--- config.mk ---
export PLATFORM = sky130hd
export DESIGN_NAME = tsm_queue
export DESIGN_NICKNAME = d
export VERILOG_FILES = /design/src/rtl/tsm_pkg.sv /design/src/rtl/tsm_queue.sv
export SDC_FILE = /design/constraint.sdc
export NUM_CORES = 1
export LEC_CHECK = 0
export BUFFER_PORTS_ARGS = -buffer_cell sky130_fd_sc_hd__buf_2
export CAP_MARGIN = 40
export CORE_ASPECT_RATIO = 1.75
export CORE_UTILIZATION = 25
export CTS_CLUSTER_SIZE = 16
export DETAILED_ROUTE_END_ITERATION = 12
export PLACE_DENSITY = 0.53
export SLEW_MARGIN = 10
export SYNTH_ARGS = -nofsm -noshare
export SYNTH_HDL_FRONTEND = slang
export SYNTH_SLANG_ARGS = --single-unit
--- constraint.sdc ---
create_clock -name clk -period 16.25 [get_ports clk]
set_input_delay 0.8125 -clock clk [delete_from_list [all_inputs] [get_ports clk]]
set_output_delay 0.8125 -clock clk [all_outputs]
set_load 0.01 [all_outputs]
--- src/rtl/tsm_pkg.sv ---
// Shared types, widths and constants of the triangle stiffness block.
package tsm_pkg;

  // Widths of the operands along the datapath
  localparam int COORD_W = 32;            // Q16.16 coordinate
  localparam int DIFF_W  = COORD_W + 1;   // edge term b_i or c_i
  localparam int DM_W    = 32;            // Q8.24 material entry
  localparam int DET_W   = 2 * DIFF_W + 1;
  localparam int ADEN_W  = DET_W + 1;     // |2 det|
  localparam int PROD_W  = DIFF_W + DM_W; // edge term times material entry
  localparam int T_W     = PROD_W + 1;    // sum of two such products
  localparam int AN_W    = 100;           // |N| of one stiffness entry
  localparam int Q_W     = 48;            // quotient bits kept before saturation
  localparam int VAL_W   = 48;            // Q24.24 entry

  localparam int IN_TDATA_W  = 6 * COORD_W;
  localparam int OUT_TDATA_W = 56;
  localparam int CFG_IDX_W   = 3;

  // Register indexes on the configuration port
  localparam logic [CFG_IDX_W-1:0] REG_D11 = 3'd0;
  localparam logic [CFG_IDX_W-1:0] REG_D12 = 3'd1;
  localparam logic [CFG_IDX_W-1:0] REG_D13 = 3'd2;
  localparam logic [CFG_IDX_W-1:0] REG_D22 = 3'd3;
  localparam logic [CFG_IDX_W-1:0] REG_D23 = 3'd4;
  localparam logic [CFG_IDX_W-1:0] REG_D33 = 3'd5;

  // Reset values of the material matrix
  localparam logic signed [DM_W-1:0] D11_RST = 32'sd18436501;
  localparam logic signed [DM_W-1:0] D12_RST = 32'sd5530950;
  localparam logic signed [DM_W-1:0] D13_RST = 32'sd0;
  localparam logic signed [DM_W-1:0] D22_RST = 32'sd18436501;
  localparam logic signed [DM_W-1:0] D23_RST = 32'sd0;
  localparam logic signed [DM_W-1:0] D33_RST = 32'sd6452775;

  // Saturation limits of the output format
  localparam logic [VAL_W-1:0] POS_MAX = 48'h7FFF_FFFF_FFFF;
  localparam logic [VAL_W-1:0] NEG_MIN = 48'h8000_0000_0000;

  localparam logic [2:0] LAST_IDX = 3'd5;

  // One triangle, classified and ready for the entry sequencer
  typedef struct packed {
    logic signed [DIFF_W-1:0] b0;
    logic signed [DIFF_W-1:0] b1;
    logic signed [DIFF_W-1:0] b2;
    logic signed [DIFF_W-1:0] c0;
    logic signed [DIFF_W-1:0] c1;
    logic signed [DIFF_W-1:0] c2;
    logic [ADEN_W-1:0]        aden;
    logic                     dneg;
    logic                     degen;
  } job_t;

  // Per-entry tag that rides along the back pipeline
  typedef struct packed {
    logic [2:0] row;
    logic [2:0] col;
    logic       last;
    logic       degen;
    logic       neg;
  } side_t;

endpackage

--- src/rtl/tsm_queue.sv ---
// Two-entry queue of triangle jobs between the front and back parts.
module tsm_queue import tsm_pkg::*; (
  input  logic clk,
  input  logic rst_n,
  input  logic push,
  input  job_t push_job,
  input  logic pop,
  output job_t head,
  output logic full,
  output logic empty
);

  job_t       mem_r [2];
  logic       wr_ptr_r, rd_ptr_r;
  logic [1:0] cnt_r;

  assign full  = (cnt_r == 2'd2);
  assign empty = (cnt_r == 2'd0);
  assign head  = mem_r[rd_ptr_r];

  // pointers and fill level
  always_ff @(posedge clk) begin
    if (!rst_n) begin
      wr_ptr_r <= 1'b0;
      rd_ptr_r <= 1'b0;
      cnt_r    <= 2'd0;
    end else begin
      if (push) wr_ptr_r <= !wr_ptr_r;
      if (pop)  rd_ptr_r <= !rd_ptr_r;
      cnt_r <= cnt_r + 2'(push) - 2'(pop);
    end
  end

  always_ff @(posedge clk) begin
    if (push) mem_r[wr_ptr_r] <= push_job;
  end

endmodule

Yosys cells after proc, flatten, opt, wreduce, memory -nomap -nowiden
Memory sizes are Yosys's and may differ from the RTL's. A register that Yosys moved wholly into a read port is not among the register bits.
Index checks and enable logic that the tools add are counted.
{ "word_totals": {"reg_bits": 4, "elab_cells": 14, "memories": 1, "input_bits": 272, "ram_bits": 536} }
{ "memory_table": {"columns": ["memory", "words", "word_bits", "read_ports", "rd_ports_with_merged_regs", "write_ports", "line_no", "text"], "rows": [
  ["mem_r", 2, 268, 1, 1, 1, "tsm_queue.sv:13", "job_t mem_r [2];"]
]} }
{ "op_classes": {"n_reduce_logical": 3, "eq_ne": 1, "mux": 4, "n_addsub": 2} }
{ "op_table": {"columns": ["operator", "count"], "rows": [
  ["$mux W1", 4],
  ["$add A2 B1 Y2", 1],
  ["$eq A2 B2 Y1 const B", 1],
  ["$logic_not A1 Y1", 2],
  ["$logic_not A2 Y1", 1],
  ["$sub A2 B1 Y2", 1]
]} }

Logic depth before layout (Yosys ltp)
Gate-level depths: netlist of the first run.
{ "logic_depth": {"word_depth": 3, "ltp_mapped": 6} }

Least setup slack after synthesis of the first run
OpenSTA, ideal clock, no wires.
{ "synth_path": {"path_kind": "input to register", "startpoint": "input push", "endpoint": "register wr_ptr_r", "n_path_buf": 0, "stages": 2, "setup_slack_ns": 2.888, "required_time_ns": 16.137, "setup_ns": 0.113, "arrival_time_ns": 13.249, "cell_sequence": "nor2b_1 > o21a_1"} }
{ "synth_lines": {"columns": ["item", "line_no", "text"], "rows": [
  ["start: declaration", "tsm_queue.sv:5", "input logic push,"],
  ["end signal: assignment", "tsm_queue.sv:28", "if (push) wr_ptr_r <= !wr_ptr_r;"],
  ["end: declaration", "tsm_queue.sv:14", "logic wr_ptr_r, rd_ptr_r;"]
]} }

==> metrics.txt, run 1 <==
outcome finished, final reports clean; type of the worst setup path flip-flop to output pin; Worst EP required 15440 ps; crit share post-route 0.267; CTS Sinks 541; share of Yosys cell area claimed by the top area cell type 0.789; largest net degree at the start of global routing 61; setup TNS 0 ps; detailed-router iteration count before antenna repair 4; synthesized cell area 0.0204 mm2; Reg2Reg Depth 4; # port buffers 541; I/O pins 542; leak pwr 0.0100 uW; share of layout cells above drive strength 1 0.617; non-filler cells, final 2536; CTS H-tree lvls 2; routed wire length 47.7 mm; CORE AREA 0.0808 mm2; Post-Syn Area per Cell 23.9 um2; FF+latch count, synth 541; Power Density 124 mW/mm2; CTS clock-pin slew for the worst setup and hold paths 70 ps; Layout Area Growth over Synthesis 28.5%; Worst setup EP type output pin; Cell Rows 138; Starting Density 0.253; YS warnings 0; Synth area leaders edfxtp_1 (79%), mux2_4 (15%), mux2_2 (3.7%); total congestion overflow 0; max-cap viol count 0; WHS 392 ps; Post-CTS Setup Bufs 0; pins over their slew limit 0; Via density 4.01; Via Count 10200; Post-Synthesis Cells 855; Synth Net Count 1129; DR WL/cell 18.8 um; routability cong. 0.814; minimum clock period 4340 ps; CP Data Arrival Time 3530 ps; clock root cell clkbuf_16; hold path depth 1; die area 0.0828 mm2; CTS tree yes; DIE HEIGHT 380 um; initial antenna violation count 19; # placed instances 2437; clock latency at the later pin of the worst-skew pair 600 ps; post-synthesis sequential area ratio 0.794; Tot GR Track Use 0.111; Fillers 7832; Clock Skew 16.0 ps; first-pass GRT wire length 68.5 mm; post-CTS sizing 0; final count of hold timing violations 0; RSZ-0062 raised after global routing no; f_max 230 MHz; Hold Crit Class input pin to flip-flop; number of library cell types mapped by synthesis 14; Antenna Nets Post-Route 0; vias in the first global route 11000; Slew HR 0.439; DRT iter0 DRCs 378; startpoint types flip-flop; maximum vdd drop 94.4 uV; # hold bufs at CTS 0; nets 1714; Slew @ Worst Pin 842 ps; crit path max fanout 34; final design utilization 0.324; maximum clock insertion buffer count 3; TritonCTS buffer count 51; DP Wirelength 34.5 mm; Final setup viols 0; Chip Width 218 um; cell taking the most area after synthesis edfxtp_1; drc violations 0
[sequential cells by signal (all words and copies together) (netlist names), named ones only]
register and flops:
wr_ptr_r 1, cnt_r 2, mem_r 536, rd_ptr_r 1
[final cells by class]
cell class | count | area (um2) | area share
inverters | 2 | 7.51 | 0.000286
clock inverters | 37 | 460 | 0.0176
multi-input cells | 282 | 3900 | 0.149
repair buffers | 562 | 3000 | 0.115
flip-flops and latches | 541 | 16200 | 0.618
diodes | 4 | 10.0 | 0.000382
well taps | 1050 | 1310 | 0.0501
clock buffers | 58 | 1320 | 0.0505
[cell usage in the layout (no fill, tap or decap), types with 5 or more instances in the layout]
cell | Yosys | final
mux2_4 | 201 | 201
edfxtp_1 | 536 | 536
bufinv_16 | 0 | 9
clkinv_2 | 0 | 6
clkinv_1 | 0 | 8
mux2_2 | 67 | 67
clkbuf_16 | 0 | 52
buf_16 | 0 | 5
clkbuf_1 | 0 | 6
buf_4 | 0 | 13
buf_2 | 4 | 541
clkinvlp_4 | 0 | 6
[worst max-delay path: stages (launching register included)]
cell     delay (ps)
dfxtp_4         650
buf_4           600
buf_4           370
buf_4           470
buf_12          310
mux2_4          320
buf_2           140
[path summary, 6_finish.rpt]
path,startpoint,end,slack [ps]
setup / recovery,flip-flop,head[200],11910
hold / removal,push_job[98],mem_r[1][98],390
setup reg to reg,wr_ptr_r,mem_r[1][48],13710
hold reg to reg,rd_ptr_r,flip-flop,570
[per-layer routing]
| layer | track usage | wire (um) | share of wire | vias to the layer above |
|---|---|---|---|---|
| met5 | 0 | 121 | 0.0025 | - |
| met4 | 0.0553 | 1910 | 0.040 | 22 |
| met3 | 0.0364 | 4190 | 0.088 | 112 |
| met2 | 0.203 | 24700 | 0.52 | 451 |
| met1 | 0.110 | 16800 | 0.35 | 4988 |
| li1 | - | - | - | 4590 |
[Yosys cell counts]
cell and n:
buf_6 26, xor2_1 1, ha_1 2, nor2_1 1, o21a_1 1, edfxtp_1 536, mux2_2 67, nor2b_1 4
buf_2 4, mux2_4 201, xnor3_1 1, and2_1 4, dfxtp_1 5, inv_1 2
[stage by stage]
step	cell area (um2)	total power, uW	setup WS [ps]
floorplan	20400	1900	2890
global placement	24200	2030	11800
detailed placement	24400	2040	12390
CTS	26200	3330	11690
global route	26200	3390	11620
finish	26200	3260	11910
[kinds of logic after synthesis]
| group | count (synthesis) | share of synthesized area |
|---|---|---|
| and+or+nand+nor | 9 | 0.00264 |
| xor gates and xnor gates | 2 | 0.00153 |
| DFF | 541 | 0.794 |
| muxes | 268 | 0.185 |
| adders and majority gates | 2 | 0.00123 |
| AOI/OAI and AO/OA | 1 | 0.000368 |
| buffers and inverters | 32 | 0.0157 |
[report_power, final]
group | total [uW] | switching (uW) | internal, uW | leakage (uW)
Clock | 1260 | 528 | 734 | 0.000852
Sequential | 1640 | 20.9 | 1610 | 0.00507
Combinational | 364 | 182 | 182 | 0.00411
Total | 3260 | 731 | 2530 | 0.0100
Power figures use the tool's default switching activity.
==> run 2, diff against run 1 <==
- PLACE_DENSITY: 0.53 -> 0.54
- clock period: 16.25 -> 3.7 ns (I/O delays scaled with it)
==> run 2 against run 1 <==
Global-route usage up 0.18 points. Sequential power rose to 4.4 times the previous value. Highest routed layer unchanged. Largest cell class unchanged. Critical endpoint is now head[166]. Power rose to 4.4 times the previous value. Design area up 10%. Die area unchanged. Core utilization up 3.3 points. Critical path depth down 2. Flip-flop and latch count unchanged. Wire length up 0.86%. Clock power rose to 4.2 times the previous value.
==> metrics.txt, run 2 (synthesis gave the netlist of run 1 again) <==
Power Density 497 mW/mm2; type of the worst setup path flip-flop to output pin; Worst setup EP type output pin; GR met1 Demand/Resource 0.119; TritonCTS buffer count 52; leading cell type in the layout, fill and taps excluded buf_2; Slew HR 0.505; first-pass GRT wire length 70.9 mm; final count of hold timing violations 0; Antenna Nets Post-Route 0; detailed-router iteration count before antenna repair 4; Hold Crit Class input pin to flip-flop; nets 1991; FF+latch area 0.0162 mm2; vias in the first global route 12200; setup ws final 1100 ps; CP Data Arrival Time 2420 ps; maximum clock insertion buffer count 3; CTS clock-pin slew for the worst setup and hold paths 70 ps; total congestion overflow 0; minimum clock period 2600 ps; DIE HEIGHT 380 um; top flop regs mem_r (536), cnt_r (2); max reg flops 536; Slew @ Worst Pin 742 ps; Post-Place Setup Slack 1570 ps; Via density 3.96; largest net degree at the start of global routing 105; routed wire length 48.1 mm; most frequent cells in the layout buf_2 (541), edfxtp_1 (536), dlygate4sd3_1 (272); max-cap viol count 0; Clock Skew 17.8 ps; initial antenna violation count 9; f_max 384 MHz; share of layout cells above drive strength 1 0.519; Fillers 7631; Via Count 11100; DRT iter0 DRCs 403; clock latency at the later pin of the worst-skew pair 600 ps; Starting Density 0.253; CORE AREA 0.0808 mm2; setup TNS 0 ps; outcome finished, final reports clean; M3 GR Usage 0.0378; startpoint types flip-flop; non-filler cells, final 2806; Layout Area Growth over Synthesis 41.5%; final design utilization 0.357; CTS Sinks 541; RSZ-0062 raised after global routing no; pins over their slew limit 0; Final setup viols 0; Chip Width 218 um; maximum vdd drop 383 uV; Biggest register mem_r; crit share post-route 0.704; CTS tree yes; Tot GR Track Use 0.113; global routing usage on met2 0.202; CTS H-tree lvls 2; # placed instances 2440; leak pwr 0.0112 uW; clock root cell clkbuf_16; area of the multi-input gates 0.00390 mm2; routability cong. 0.766; # port buffers 541; Worst EP required 3510 ps; die area 0.0828 mm2; I/O pins 542; drc violations 0; crit path max fanout 51; Cell Rows 138; DP Wirelength 33.0 mm; DR WL/cell 17.1 um; Most Crowded Layer GR met2
==> run 2: changes by cell type in the layout (fill, tap and decap cells not counted), sizes merged <==
| cell | change |
|---|---|
| clkbuf | +2 |
| bufinv | -2 |
| dlygate4sd3 | +272 |
| inv | -1 |
| clkinvlp | -4 |
| diode | -3 |
| buf | +4 |
| clkinv | +2 |
==> run 2: final cells by class <==
class / instances / area share
sequential: 541 / 0.561
tap: 1050 / 0.0455
clock buffer: 60 / 0.0468
inverter: 2 / 0.000260
clock inverter: 32 / 0.0117
multi-input combinational: 282 / 0.135
timing repair buffer: 838 / 0.200
antenna: 1 / 0.0000867
==> run 2: worst max-delay path, cell delays in order, from the launching register on <==
cell and delay, ps:
dfxtp_4 580, buf_12 260, buf_12 380, mux2_4 360
buf_2 140
==> run 2: path summary, 6_finish.rpt <==
path | from | end | slack [ps] | cells after the start
worst max-delay path | flip-flop | head[166] | 1100 | 4
worst min-delay path | push_job[256] | mem_r[1][256] | 310 | 2
worst max register to register | wr_ptr_r | mem_r[0][240] | 1860 | 2
worst min register to register | rd_ptr_r | rd_ptr_r | 590 | 2
==> run 2: per-stage QoR <==
stage	cell area, um2	hold WS, ps	total power [uW]
after CTS	28900	249	14600
final	28900	305	14300
after global routing	28900	278	14900
after floorplan	20400	284	8290
after detailed placement	24400	377	8940
after global placement	24400	373	8900
==> run 2: per-layer routing <==
layer | vias to the layer above | wire length (um)
met5 | - | 79
met4 | 12 | 1660
met3 | 95 | 4080
met2 | 455 | 24400
met1 | 5430 | 17900
li1 | 5132 | -
==> run 2: power by group <==
group | internal, uW | total (uW) | switching [uW]
registers | 7090 | 7180 | 88.6
clock network | 3090 | 5310 | 2220
logic | 992 | 1850 | 854
total | 11200 | 14300 | 3160
==> run 2: timing repair <==
item,in CTS,in global routing
hold buffers,272,0
gates resized for setup,0,0
endpoints found under the hold margin,541,0
buffers inserted,0,0
